### src/sv/efws_ram.sv
// generic ram: one write port, two registered read ports
module efws_ram #(
    parameter int WIDTH = 8,
    parameter int DEPTH = 16
) (
    input  logic                     clk,
    input  logic                     we,
    input  logic [$clog2(DEPTH)-1:0] waddr,
    input  logic [WIDTH-1:0]         wdata,
    input  logic [$clog2(DEPTH)-1:0] raddr0,
    output logic [WIDTH-1:0]         rdata0,
    input  logic [$clog2(DEPTH)-1:0] raddr1,
    output logic [WIDTH-1:0]         rdata1
);

    logic [WIDTH-1:0] mem [DEPTH];

    // write and registered reads
    always_ff @(posedge clk)
    begin
        if (we)
        begin
            mem[waddr] <= wdata;
        end
        rdata0 <= mem[raddr0];
        rdata1 <= mem[raddr1];
    end

endmodule

### config.mk
export PLATFORM = sky130hd
export DESIGN_NAME = efws_ram
export DESIGN_NICKNAME = d
export VERILOG_FILES = /design/src/sv/efws_ram.sv
export SDC_FILE = /design/constraint.sdc
export NUM_CORES = 1
export LEC_CHECK = 0
export ABC_AREA = 1
export CAP_MARGIN = 10
export CELL_PAD_IN_SITES_DETAIL_PLACEMENT = 0
export CELL_PAD_IN_SITES_GLOBAL_PLACEMENT = 1
export CORE_MARGIN = 2
export CORE_UTILIZATION = 49
export DETAILED_ROUTE_END_ITERATION = 8
export DONT_BUFFER_PORTS = 1
export GPL_TIMING_DRIVEN = 0
export PLACE_DENSITY_LB_ADDON = 0.12
export SLEW_MARGIN = 15
export SYNTH_ARGS = -nofsm -noshare
export SYNTH_HDL_FRONTEND = slang
export SYNTH_SLANG_ARGS = --single-unit
### constraint.sdc
create_clock -name clk -period 1.24 [get_ports clk]
set_input_delay 0.186 -clock clk [delete_from_list [all_inputs] [get_ports clk]]
set_output_delay 0.186 -clock clk [all_outputs]
set_load 0.05 [all_outputs]
# Word-level counts from Yosys, hierarchy flattened
# Memories as Yosys holds them, arrays and structs flattened. A register that Yosys moved wholly into a read port is not among the register bits.
# Index checks and enable logic that the tools add are counted.
[op_classes] n_addsub=0 n_mul=0 div_mod_pow=0 n_lt_le_gt_ge=0 n_eq_ne=0 shifts=0 muxes=2 bitwise_logic=0 n_reduce_logical=0
[ops] op="two-way mux 1 bit" count=2
[totals] ff_bits=0 latchBits=0 ram_bits=128 rom_bits=0 in_bits=22 output_inout_bits=16 elab_cells=3 n_memories=1
[mem_list] name="mem" depth=16 width=8 rd=2 rd_clocked_by_memory_dff=2 wr=1 line_no="16" rtl="logic [WIDTH-1:0] mem [DEPTH];"

# Depth between registers and ports, before layout
# Gate-level depths: netlist (run 1).
[logic_depth] depth_word=2 depth_mapped=7 mapped_depth_nobuf=6

# Worst setup path after synthesis (run 1)
# OpenSTA, ideal clock, no wires.
[synth_timing] path_type="input-to-reg" from="input port waddr[3]" to="memory mem[4][0] (enable)" setup_ns=0.370 arrival_ns=0.767 required_time_ns=0.870 path_slack_ns=0.103 stages=2 path_buffers=0 path_cell_list="nand3b_1 nor2_1"
[synth_lines] element="start: declaration" line_no="8" rtl="input logic [$clog2(DEPTH)-1:0] waddr,"
[synth_lines] element="end: declaration" line_no="16"
# No word-level cell before the write port.

# Worst setup path after layout (run 1)
[layout_timing] from="input port waddr[2]" to="memory mem[9][4] (enable)"
# No word-level cell before the write port.

==> key figures, run 1 <==
Run status
  • Status: finished clean

Place
  • RD Place Congestion: 0.972
  • Worst slack, placed: -0.446 ns
  • Area after DPL: 7490 µm²
  • Placed insts: 1,035
  • Port Buf Inserts: 0
  • Hpwl dp: 17.1 mm

Cells and area
  • Fillers: 1,282
  • Final core utilization: 56.2%
  • Final non-filler cell total: 1,075
  • Area delta synth->final: 12.1%
  • NumNets Final: 900
  • Post-route cell area: 8140 µm²
  • Proportion of layout cells with a drive suffix above 1: 10.5%
  • Diodes inserted: 0

Detailed routing
  • DRT Wirelength: 25.7 mm
  • 1st-pass router iterations: 6
  • Vias: 6,366
  • Vias per cell: 5.92
  • Final ANT Viol Nets: 0
  • Drt initial violations: 873
  • Routed len/inst: 23.9 µm
  • DRC: 0

Hold path
  • Hold Path Class: input pin to register

Critical path
  • CP endpoint kind: register
  • Critical path cell sequence: nand3b_1 -> nor2_1
  • Critical path peak fanout: 8
  • Crit path required time: 1.29 ns
  • CP max stage delay: 0.89 ns
  • CP max-delay cell: nor2_1
  • CP startpoint kind: input pin
  • Buffers & Inverters on Critical Path: 0
  • Cell family with most CP delay: simple AND/OR/NAND/NOR gates
  • Kind of critical path: input pin to register
  • Arr. time, crit path: 1.29 ns

Global routing
  • First-pass GRT wire length: 37.7 mm
  • Largest net degree at the start of global routing: 17
  • Initial antenna violation count: 0
  • Gr busiest metal: met1
  • Vias in the first global route: 5,880
  • M3 GR Usage: 6.16%
  • Gr ovfl total: 0
  • GR Util met2: 47.3%
  • GR Util met1: 50.7%
  • Gr usage total: 33.3%

STA
  • Tmin final: 1.24 ns
  • Post-route clock period utilization: 99.9%
  • RSZ-0062 raised after global routing: true
  • Slew Viols, Final: 0
  • Setup TNS Final: 0 ns
  • Worst hold slack: 0.235 ns
  • Fmax: 807 MHz
  • Slew headroom: 23.1%
  • Final Setup Violations: 0
  • Slack of the critical path: 0.000942 ns
  • Setup Skew: 0.0106 ns
  • Least-Margin Pin Slew: 1.15 ns
  • Final Hold Viols: 0

Die
  • Ports: 38
  • Die Wd: 126 µm
  • Core area: 14,500 µm²
  • Num rows: 44
  • Die extent in y: 126 µm
  • Die area: 15,800 µm²
  • Starting Density: 50.1%

Yosys
  • Netlist cell types: 13
  • Seq/Total Area, Yosys: 57.4%
  • Top-count cell post-synth: nand2_1
  • Ys Warns: 0
  • Syn_nets: 873
  • Synthesized area per cell: 8.53 µm²
  • Ys flop type: edfxtp_1
  • Flops & latches, synth: 144
  • Area fraction of the dominant cell type after synthesis: 52.9%
  • Synth area leader: edfxtp_1
  • Top post-synthesis cells by area: edfxtp_1 (53%), nand3_1 (16%), nand2_1 (14%)
  • Ys async rst share: 0%
  • Post-Syn Instances: 851
  • Mapped cell area: 7260 µm²
  • Synth cell count leaders: nand2_1 (277), nand3_1 (225), inv_1 (134)
  • Number of flops mapped to enable cells by yosys: 128

Clocking
  • Clock sinks: 144
  • CTS Buffer Depth: 2
  • Clock-pin slew on the worst setup and hold paths: 0.06 ns
  • CTS Buf Count: 17
  • Clk Latency, worst-skew pair: 0.43 ns
  • CTS Root Cell: clkbuf_16
  • Post-CTS setup buffer count: 0
  • CTS tree: done
  • # H-tree levels: 4

Power and ir drop
  • Maximum VDD drop: 0.000968 V
  • PwrDens: 1440 nW/µm²
  • Lkg Pwr: 3.68 nW
  • Design Power: 11.7 mW

Flow run
  • Maxcap violations: 0
cell usage in the layout (no fill, tap or decap), types with 2 or more instances in the layout:
cell type / synthesis / routed
nand2_1: 277 / 277
nand3_1: 225 / 225
inv_1: 134 / 134
edfxtp_1: 128 / 128
buf_2: 26 / 26
nor2_1: 17 / 17
clkbuf_16: 0 / 17
dfxtp_2: 0 / 15
buf_6: 14 / 14
dlygate4sd3_1: 0 / 7
inv_4: 0 / 5
inv_2: 4 / 4
clkbuf_1: 3 / 4
buf_4: 4 / 4
clkinv_2: 0 / 4
nand3b_1: 2 / 2
inv_6: 0 / 2
power breakdown:
part | leakage, nW | switching (mW) | total (mW) | internal [mW]
sequential | 1.29 | 0.251 | 5.69 | 5.44
clock | 0.279 | 2.01 | 4.82 | 2.81
combinational | 2.11 | 0.897 | 1.23 | 0.328
state kept, by name, indices dropped and copies added, names as in the netlist:
| signal | flops |
|---|---|
| mem | 128 |
| rdata0 | 8 |
| rdata1 | 8 |
worst reg2reg max path, stage by stage, from the launching register on:
cell and delay (ns):
edfxtp_1 0.37, inv_1 0.08, nand2_1 0.06, nand3_1 0.09, nand3_1 0.19, nand3_1 0.21
nand2_1 0.09
what timing repair did:
item | 4_1_cts | 5_1_grt
endpoints found under the hold margin | 128 | 0
resized for setup | 4 | 12
setup endpoints to repair | 4 | 51
hold buffers | 8 | 0
final timing paths:
check                  start          to  slack, ns  depth (start not counted)
hold reg to reg   mem[10][2]   rdata1[2]       0.71                          6
setup reg to reg   mem[0][2]   rdata1[2]       0.05                          6
hold / removal      waddr[2]  mem[15][3]       0.24                          2
setup / recovery    waddr[2]   mem[9][4]     0.0009                          2
layout make-up:
| class | count | area, µm² | share of cell area, % |
|---|---|---|---|
| Clock buffer | 19 | 443 | 5.44 |
| Timing Repair Buffer | 8 | 82.6 | 1.01 |
| Buffer | 48 | 333 | 4.09 |
| Sequential cell | 144 | 4180 | 51.4 |
| Inverter | 138 | 518 | 6.36 |
| Multi-Input combinational cell | 521 | 2240 | 27.6 |
| Tap cell | 184 | 230 | 2.83 |
| Clock inverter | 13 | 106 | 1.31 |
kinds of logic (layout without fill, tap and decap cells):
kind of cell	count (synthesis)	after routing	share of synthesized area, %
buffers and inverters	186	226	11.7
AND/OR/NAND/NOR	521	521	30.9
flip-flops	144	144	57.4
metal layers:
metal	part of all wire, %	routed length, µm	vias up
met5	0	0	-
met4	3.5	902	0
met3	13	3220	55
met2	42	10900	521
met1	42	10700	2993
li1	-	-	2797
(Power assumes the default switching activity.)
==> run 2, diff against run 1 <==
--- a/config.mk
+++ b/config.mk
@@ -13,7 +13,6 @@
 export CORE_UTILIZATION = 49
 export DETAILED_ROUTE_END_ITERATION = 8
 export DONT_BUFFER_PORTS = 1
-export GPL_TIMING_DRIVEN = 0
 export PLACE_DENSITY_LB_ADDON = 0.12
 export SLEW_MARGIN = 15
 export SYNTH_ARGS = -nofsm -noshare
==> run 2 against run 1 <==
Compared with the run above:
- clock skew decreased by 0.0028 ns
- sequential power decreased by 0.7%
- utilization increased by 1.2 points
- global-route usage decreased by 3.9 points
==> key figures, run 2 (same netlist as run 1, synthesis figures left out) <==
Run status
  • Status: finished clean

Global routing
  • Gr usage total: 29.4%
  • First-pass GRT wire length: 34.6 mm
  • M3 GR Usage: 6.41%
  • Gr busiest metal: met2
  • GR Util met1: 41.0%
  • GR Util met2: 45.6%
  • Vias in the first global route: 5,904
  • Gr ovfl total: 0
  • Initial antenna violation count: 1
  • Largest net degree at the start of global routing: 66

Detailed routing
  • Vias per cell: 5.58
  • Final ANT Viol Nets: 0
  • DRC: 0
  • DRT Wirelength: 22.2 mm
  • Drt initial violations: 810
  • 1st-pass router iterations: 5
  • Routed len/inst: 20.7 µm
  • Vias: 5,978

Power and ir drop
  • PwrDens: 1460 nW/µm²
  • Lkg Pwr: 3.74 nW
  • Maximum VDD drop: 0.000886 V

STA
  • Worst hold slack: 0.00813 ns
  • Final Setup Violations: 0
  • Tmin final: 1.22 ns
  • Setup TNS Final: 0 ns
  • RSZ-0062 raised after global routing: false
  • Fmax: 821 MHz
  • Slew headroom: 43.4%
  • Final Hold Viols: 0
  • Setup Skew: 0.00776 ns
  • Post-route clock period utilization: 98.3%
  • Least-Margin Pin Slew: 0.846 ns
  • Slew Viols, Final: 0

Clocking
  • # H-tree levels: 4
  • CTS Buffer Depth: 2
  • Post-CTS setup buffer count: 0
  • CTS tree: done
  • CTS Root Cell: clkbuf_16
  • Clock-pin slew on the worst setup and hold paths: 0.06 ns
  • CTS Buf Count: 17
  • Clk Latency, worst-skew pair: 0.42 ns
  • Clock sinks: 144

Die
  • Num rows: 44
  • Die area: 15,800 µm²
  • Die extent in y: 126 µm
  • Core area: 14,500 µm²
  • Starting Density: 50.1%
  • Ports: 38
  • Die Wd: 126 µm

Hold path
  • Min-Delay Endpoint: rdata1[6]
  • Hold Path Class: input pin to register
  • Hold Path Depth: 3
  • Min-Delay Startpoint: raddr1[2]

Cells and area
  • Proportion of layout cells with a drive suffix above 1: 9.47%
  • Most frequent cells in the layout: nand2_1 (277), nand3_1 (225), inv_1 (134), edfxtp_1 (128), buf_4 (32)
  • Final core utilization: 57.4%
  • Area delta synth->final: 14.5%
  • Commonest non-fill, non-tap cell in the layout: nand2_1
  • NumNets Final: 896
  • Diodes inserted: 0
  • Biggest regs: mem (128), rdata0 (8), rdata1 (8)
  • Biggest register: mem
  • Max FFs per register: 128

Critical path
  • Crit path required time: 1.05 ns
  • Arr. time, crit path: 1.03 ns
  • Reg2Reg Depth: 6
  • R2r startpoint: mem[3][6]
  • Kind of critical path: register to output port
  • CP endpoint kind: output port
  • Setup slack, reg-to-reg: 0.16 ns
  • Reg-to-reg endpoint: rdata1[6]
  • CP startpoint kind: register
  • Critical path peak fanout: 1

Place
  • RD Place Congestion: 0.842
  • Hpwl dp: 13.8 mm
  • Port Buf Inserts: 0

Flow run
  • Maxcap violations: 0
## run 2: changes by cell type in the layout (fill, tap and decap cells not counted), moves of 4 or more
cell,before,now
buf_4,4,32
buf_6,14,0
dlygate4sd3_1,7,13
inv_4,5,0
buf_2,26,0
dfxtp_2,15,11
dfxtp_1,1,5
buf_12,0,7
## run 2: layer usage
metal | part of all wire [%] | wire length (µm) | up-vias
met2 | 46 | 10200 | 323
met1 | 42 | 9410 | 2821
met5 | 0.059 | 13 | -
met3 | 9.0 | 2010 | 45
met4 | 2.5 | 557 | 2
li1 | - | - | 2787
## run 2: per-stage QoR
step,setup WS [ns],instance area (µm²),power [mW],cells
after floorplan,0.103,7260,6.46,851
after global placement,0.0156,7540,6.64,1026
after detailed placement,0.0158,7540,6.64,1026
after CTS,0.00477,8310,12.2,1071
after global routing,0.00101,8310,12.5,1071
final,0.0216,8310,12.1,1071
## run 2: timing repair
item,CTS,global route
cloned,0,0
hold buffers,13,0
endpoints found under the setup margin,8,3
gates resized for setup,8,3
hold endpoints to repair,144,0
## run 2: power by group
group | internal [mW] | leakage (nW) | switching, mW
clock | 3.51 | 0.310 | 1.93
combinational | 0.351 | 2.14 | 0.681
sequential | 5.44 | 1.29 | 0.214
total | 9.30 | 3.74 | 2.83
## run 2: area by class of cell
| class | instances | area [µm²] |
|---|---|---|
| Fill cell | 1331 | 6170 |
| Multi-Input combinational cell | 521 | 2240 |
| Sequential cell | 144 | 4180 |
| Clock buffer | 21 | 470 |
| Tap cell | 184 | 230 |
| Timing Repair Buffer | 52 | 510 |
| Clock inverter | 11 | 160 |
| Inverter | 138 | 518 |
## run 2: worst max-delay path by stage
stage                   start        end  slack, ns  depth (start not counted)
global route        rdata1[6]  rdata1[6]      0.001                          0
global placement     waddr[3]  mem[4][7]       0.02                          3
floorplan            waddr[3]  mem[4][0]       0.10                          2
CTS                 rdata1[6]  rdata1[6]      0.005                          0
finish              rdata1[6]  rdata1[6]       0.02                          0
detailed placement   waddr[3]  mem[4][7]       0.02                          3
